==> config.mk <==
export PLATFORM = sky130hd
export DESIGN_NAME = cyl_scale
export DESIGN_NICKNAME = d
export VERILOG_FILES = /design/src/hdl/cylindrical_coordinate_converter_defines.svh /design/src/hdl/cyl_pkg.sv /design/src/hdl/cyl_scale.sv
export SDC_FILE = /design/constraint.sdc
export NUM_CORES = 2
export LEC_CHECK = 0
export ABC_AREA = 1
export BUFFER_PORTS_ARGS = -buffer_cell sky130_fd_sc_hd__buf_4
export CORE_MARGIN = 4
export CORE_UTILIZATION = 45
export CTS_CLUSTER_DIAMETER = 120
export DETAILED_ROUTE_END_ITERATION = 7
export HOLD_SLACK_MARGIN = 0.12
export PLACE_DENSITY = 0.67
export SLEW_MARGIN = 20
export SYNTH_ARGS = -nofsm -noshare
export SYNTH_HDL_FRONTEND = slang
export SYNTH_SLANG_ARGS = --single-unit
==> constraint.sdc <==
create_clock -name clk_i -period 10.4 [get_ports clk_i]
set_clock_uncertainty 0.1 [all_clocks]
set_input_delay 1.04 -clock clk_i [delete_from_list [all_inputs] [get_ports clk_i]]
set_output_delay 1.04 -clock clk_i [all_outputs]
set_load 0.03 [all_outputs]
==> src/hdl/cylindrical_coordinate_converter_defines.svh <==
// assertion macros for the cylindrical coordinate converter
`ifndef CYLINDRICAL_COORDINATE_CONVERTER_DEFINES_SVH
`define CYLINDRICAL_COORDINATE_CONVERTER_DEFINES_SVH

`ifndef SYNTHESIS

`define CCC_ASSERT_IMPLIES(name, clk, rst_n, ante, cons) \
  name: assert property (@(posedge clk) disable iff (!(rst_n)) (ante) |-> (cons)) \
    else $error("implication check failed");

`define CCC_ASSERT_NEVER(name, clk, rst_n, expr) \
  name: assert property (@(posedge clk) disable iff (!(rst_n)) !(expr)) \
    else $error("forbidden condition seen");

`else

`define CCC_ASSERT_IMPLIES(name, clk, rst_n, ante, cons)

`define CCC_ASSERT_NEVER(name, clk, rst_n, expr)

`endif

`endif

==> src/hdl/cyl_pkg.sv <==
// shared types, constants and rom functions of the cylindrical converter
package cyl_pkg;

  localparam int unsigned LANE_W             = 64;
  localparam int unsigned COORD_WIDTH_DEF    = 32;
  localparam int unsigned ROTATION_STEPS_DEF = 30;
  localparam int unsigned SCALE_LAT          = 5;

  localparam logic [63:0] INV_TWO_PI_Q64 = 64'h28BE_60DB_9391_054A;
  localparam logic [31:0] INV_GAIN_Q32   = 32'h9B74_EDA8;

  typedef struct packed {
    logic signed [LANE_W-1:0] x;
    logic signed [LANE_W-1:0] y;
    logic [LANE_W-1:0]        ang;
  } lane_t;

  typedef struct packed {
    logic vld;
    logic inv;
    logic axis;
  } ctrl_t;

  // shift-subtract quotient, evaluated at elaboration only
  function automatic logic [63:0] udiv_const(logic [63:0] num, logic [63:0] den);
    logic [64:0] rem;
    logic [63:0] quo;
    rem = '0;
    quo = '0;
    for (int b = 63; b >= 0; b--) begin
      rem = {rem[63:0], num[b]};
      if (rem >= {1'b0, den}) begin
        rem    = rem - {1'b0, den};
        quo[b] = 1'b1;
      end
    end
    return quo;
  endfunction

  // arctangent of 2^-step as a 64-bit binary angle
  function automatic logic [63:0] atan_entry(int unsigned step);
    logic [63:0]  acc;
    logic [63:0]  term;
    logic [127:0] prod;
    int unsigned  e;
    acc = '0;
    if (step == 0) begin
      return 64'd1 << 61;
    end
    for (int unsigned k = 0; k < 32; k++) begin
      e = step * (2 * k + 1);
      if (e < 64) begin
        term = udiv_const(64'd1 << (64 - e), 64'(2 * k + 1));
        if (k[0]) begin
          acc = acc - term;
        end else begin
          acc = acc + term;
        end
      end
    end
    prod = 128'(acc) * 128'(INV_TWO_PI_Q64);
    return prod[127:64];
  endfunction

endpackage

==> src/hdl/cyl_scale.sv <==
// gain removal, rounding to whole metres and clamping of one lane
module cyl_scale import cyl_pkg::*; #(
  parameter int unsigned COORD_WIDTH = COORD_WIDTH_DEF
) (
  input  logic                          clk_i,
  input  logic signed [LANE_W-1:0]      v_i,
  output logic signed [COORD_WIDTH-1:0] m_o,
  output logic                          sat_o
);

  localparam int unsigned       GUARD = LANE_W - 4 - COORD_WIDTH;
  localparam logic [LANE_W-1:0] HALF  = LANE_W'(1) << (GUARD - 1);
  localparam logic [COORD_WIDTH-1:0] MAX_M = {1'b0, {(COORD_WIDTH-1){1'b1}}};
  localparam logic [COORD_WIDTH-1:0] MIN_M = {1'b1, {(COORD_WIDTH-1){1'b0}}};

  logic                     neg1_q, neg2_q, neg3_q;
  logic [LANE_W-1:0]        u1_q;
  logic [63:0]              hi2_d, hi2_q;
  logic [63:0]              lo_prod;
  logic [31:0]              lo2_q;
  logic [LANE_W-1:0]        r3_q;
  logic [LANE_W-1:0]        s4_q;
  logic [LANE_W-1:0]        t5;
  logic signed [LANE_W-1:0] m5;
  logic                     ovf5;
  logic [COORD_WIDTH-1:0]   m_q;
  logic                     sat_q;

  // two 32x32 partial products of magnitude times 1/K
  assign hi2_d   = 64'(u1_q[63:32]) * 64'(INV_GAIN_Q32);
  assign lo_prod = 64'(u1_q[31:0]) * 64'(INV_GAIN_Q32);

  // round half up, floor shift, then check the high bits for overflow
  assign t5   = s4_q + HALF;
  assign m5   = $signed(t5) >>> GUARD;
  assign ovf5 = ~((&m5[LANE_W-1:COORD_WIDTH-1]) | ~(|m5[LANE_W-1:COORD_WIDTH-1]));

  always_ff @(posedge clk_i) begin
    neg1_q <= v_i[LANE_W-1];
    u1_q   <= v_i[LANE_W-1] ? LANE_W'(-v_i) : LANE_W'(v_i);
    neg2_q <= neg1_q;
    hi2_q  <= hi2_d;
    lo2_q  <= lo_prod[63:32];
    neg3_q <= neg2_q;
    r3_q   <= hi2_q + {32'd0, lo2_q};
    s4_q   <= neg3_q ? LANE_W'(-r3_q) : r3_q;
    sat_q  <= ovf5;
    if (ovf5) begin
      m_q <= m5[LANE_W-1] ? MIN_M : MAX_M;
    end else begin
      m_q <= m5[COORD_WIDTH-1:0];
    end
  end

  assign m_o   = $signed(m_q);
  assign sat_o = sat_q;

endmodule

* Word level (Yosys, flattened, before mapping) *
Index checks and enable logic that the tools add are counted.

operators by class
  multipliers = 2
  bitwise operators = 3
  reduce and logical (&&, ||, !) cells = 2
  mux-type cells = 4
  add/subtract/negate cells = 4

operators by type and width
  cell                                                 number
  negation 64 bit                                      2
  multiplier 32 x 29 -> 61 bit, second input constant  2
  adder 64 x 28 -> 64 bit, second input constant       1
  adder 64 x 32 -> 64 bit                              1
  two-way mux 32 bit                                   2
  two-way mux 64 bit                                   1
  two-way mux 63 bit                                   1
  AND reduction 5 bit                                  1
  OR reduction 5 bit                                   1
  inverter 1 bit                                       2
  bitwise OR 1 bit                                     1

storage, ports and cells
  register bits after elaboration = 321
  word-level logic and storage cells = 26
  bits of input ports = 65

* Logic depth before layout (Yosys ltp) *
  depth in word-level cells = 5
  gate-level depth with buffers = 27
  mapped depth without buffers = 27

* Worst setup path after synthesis *
OpenSTA, ideal clock, no wires.

  kind = register -> register
  start = register u1_q[38]
  end = register hi2_q[49]
  path slack = 4.313 ns
  arrival = 5.874 ns
  cell stages (with the launch flop) = 25
  required time = 10.187 ns
  buffers on the path = 0
  path through = dfxtp_1 > inv_1 > fa_1 > fa_1 > inv_1 > fa_1 > inv_1 > fa_1 > inv_1 > fa_1 > fa_1 > fa_1 > inv_1 > fa_1 > inv_1 > ha_1 > nand2_1 > nor2_1 > inv_1 > nor2_1 > nand2_1 > nor2_1 > o21ai_0 > nand4_1 > nand2_1

between the ends
  word-level cells in the longest chain between the ends = 1

RTL lines
  what                          RTL line         source
  start: declaration            cyl_scale.sv:17  logic [LANE_W-1:0] u1_q;
  start signal: assignment      cyl_scale.sv:40  u1_q <= v_i[LANE_W-1] ? LANE_W'(-v_i) : LANE_W'(v_i);
  multiplier 32 x 29 -> 61 bit  cyl_scale.sv:30  assign hi2_d = 64'(u1_q[63:32]) * 64'(INV_GAIN_Q32);
  named net hi2_d[49]           cyl_scale.sv:18  logic [63:0] hi2_d, hi2_q;
  end signal: assignment        cyl_scale.sv:42  hi2_q <= hi2_d;
  end: declaration              cyl_scale.sv:18

The timed path passes the listed nets, and every way through them passes these cells.
A chain may end at the register's enable or synchronous reset.

* Worst setup path in the final report *
  start = register u1_q[38]
  end = register hi2_q[62]

The elaborated chain is that of the path after synthesis.

==> results.py <==
metrics = {
    "status": {
        "outcome": "finished clean",
    },
    "timing": {
        "hold_viol_final": 0,
        "setup_viol": 0,
        "timing.slew.headroom_pct": 32.2,
        "post-route-period-util_pct": 70.9,
        "rsz0062_at_grt": "false",
        "worstMarginPinSlew_ns": 1.02,
        "final.setup.tns_ns": 0,
        "timing.hold.ws_ns": 0.233,
        "fin_crit_ns": 7.37,
        "final_max_slew_viol_count": 0,
        "max_freq_ghz": 0.136,
    },
    "cts": {
        "cts_resized": 0,
        "post_cts_buffers": 0,
        "clkLatencyLatePin_ns": 0.63,
        "root_buffer": "clkbuf_16",
        "h-tree-depth": 2,
        "clock_sinks": 294,
        "cts_made_buffers": 42,
        "cts_tree": "yes",
        "path_clk_slew_ns": 0.07,
        "hold_buffers": 0,
        "clockBufferDepth": 3,
    },
    "logic_synthesis": {
        "syn-instance-count": 6751,
        "yosysWarnings": 0,
        "synthDistinctLibCells": 46,
        "synth-seq-cells": 294,
        "synth-edff-count": 0,
        "syn_area_um2": 54000,
        "post_synth.cell_area_avg_um2": 8.00,
        "ys_seq_area_share_pct": 10.9,
        "ys_async_sr_fraction_pct": 0,
        "synth-main-ff-cell": "dfxtp_1",
        "synth_nets": 8471,
    },
    "die": {
        "dieHeight_um": 354,
        "core.rowCount": 126,
        "core-area_um2": 119000,
        "fp.dieArea_um2": 126000,
        "die_x_um": 354,
        "start_util_pct": 45.5,
        "io_pins": 98,
    },
    "cells_and_area": {
        "nets": 8601,
        "final_common_cell": "inv_1",
        "drive_gt1_share_pct": 3.49,
        "n_antenna_cell": 0,
        "fin_area_um2": 58100,
        "syn_to_final_growth_pct": 7.72,
        "stdcell_count": 8514,
        "fillers": 11845,
        "layout_common_cells": "inv_1 (1955), nand2_1 (1255), fa_1 (916), ha_1 (739), nor2_1 (532)",
    },
    "routing": {
        "vias": 42407,
        "drc": 0,
        "via_per_inst": 4.98,
        "antenna_left": 0,
        "dr.pass1.iters": 5,
        "drt_iter0_drc": 2867,
        "routed_wl_um": 163000,
        "wl_per_cell_um": 19.2,
    },
    "global_route": {
        "globalRouteTotalUtil_pct": 26.7,
        "grt_antenna_before_repair": 2,
        "grt_pass1_vias": 45932,
        "grt_max_degree": 62,
        "grt_pass1_wl_um": 260000,
        "overflow": 0,
    },
    "worst_hold_path": {
        "holdCritPathClass": "flip-flop to flip-flop",
    },
    "critical_path": {
        "slowest_stage": "dfxtp_1",
        "crit_type": "flip-flop to flip-flop",
        "path_max_fanout": 8,
        "cp_cell_sequence": "inv_1 > fa_1 > fa_1 > inv_1 > fa_1 > inv_1 > fa_1 > inv_1 > fa_1 > fa_1 > fa_1 > inv_1 > fa_1 > inv_1 > ha_1 > nand2_1 > o21ai_0 > a21oi_1 > nand3_1 > nand2_1 > nand3_1 > nand2_1 > nand2_1",
        "critPathRequiredTime_ns": 10.79,
        "worstPathArrival_ns": 7.76,
        "crit_top_cell": "fa_1",
        "slowest_delay_ns": 0.76,
        "critical_path.startpoint_type": "flip-flop",
        "end_kind": "flip-flop",
    },
    "place": {
        "post-place-cells": 8437,
        "routabilityCongestion": 1.02,
        "placed_cell_area_um2": 56600,
        "post-dp-hpwl_um": 146000,
        "port_buffers": 97,
    },
    "flow_run": {
        "maxCapViolCount": 0,
    },
}
==> final timing paths <==
check	start	endpoint	slack, ns	cells past startpoint
hold / removal	lo2_q[1]$_DFF_P_	r3_q[1]$_DFF_P_	0.23	0
hold reg to reg	lo2_q[1]$_DFF_P_	r3_q[1]$_DFF_P_	0.23	0
setup reg to reg	u1_q[38]$_DFF_P_	hi2_q[62]$_DFF_P_	3.03	23
setup / recovery	u1_q[38]$_DFF_P_	hi2_q[62]$_DFF_P_	3.03	23
==> layout make-up <==
class	count	area, µm²	area share (%)
Clock buffer	49	1110	1.90
Clock inverter	28	398	0.684
Inverter	1960	7360	12.7
Multi-Input combinational cell	4478	40600	69.8
Sequential cell	294	5890	10.1
Tap cell	1600	2000	3.44
Timing Repair Buffer	105	788	1.36
==> metrics by stage <==
stage	worst slack, ns	utilization, %
global route	2.77	49.0
global placement	3.07	47.8
finish	3.03	49.0
detailed placement	3.09	47.8
floorplan	4.31	-
CTS	3.06	49.0
==> flip-flops by register name, indices dropped and copies added, names as in the netlist <==
name / count
lo2_q: 32
neg1_q: 1
sat_o: 1
s4_q: 37
r3_q: 64
u1_q: 64
m_o: 32
neg3_q: 1
neg2_q: 1
hi2_q: 61
==> logic make-up after synthesis <==
family          after synthesis  synth area share [%]
xor+xnor                    176                  2.86
compound gates              378                  3.76
fa+ha+maj                  1655                  51.1
simple gates               2269                  17.5
buf+inv                    1979                  13.9
flops                       294                  10.9
==> cell usage after synthesis, drive strengths merged, types with 8 or more instances <==
library cell / count / area share, %
a21oi: 194 / 1.8
nor2: 546 / 3.9
nand2: 1285 / 9.1
buf: 8 / 0.16
nor4: 11 / 0.13
nand3: 261 / 2.5
ha: 739 / 17
xor2: 146 / 2.4
fa: 916 / 34
xnor2: 30 / 0.49
and2: 8 / 0.093
clkbuf: 11 / 0.076
o21bai: 29 / 0.40
nor3: 62 / 0.61
nand4: 74 / 0.86
dfxtp: 294 / 11
o21ai: 135 / 1.3
inv: 1960 / 14
==> layer usage <==
| metal | global-route usage (%) | routed length (µm) |
|---|---|---|
| met2 | 44.4 | 75100 |
| met1 | 35.7 | 71600 |
| met5 | 0 | 7 |
| met4 | 8.97 | 6520 |
| met3 | 4.27 | 10200 |
==> critical path, delay by kind of cell, from the launching register on <==
family	cells	cell delay [ns]
fa+ha+maj	9	4.38
simple gates	6	0.85
compound gates	2	0.60
buf+inv	6	0.53
flops	1	0.76
Power is left out: the tool's default activity adds up to more than one toggle a clock period on the data nets, which glitch-free logic cannot reach.
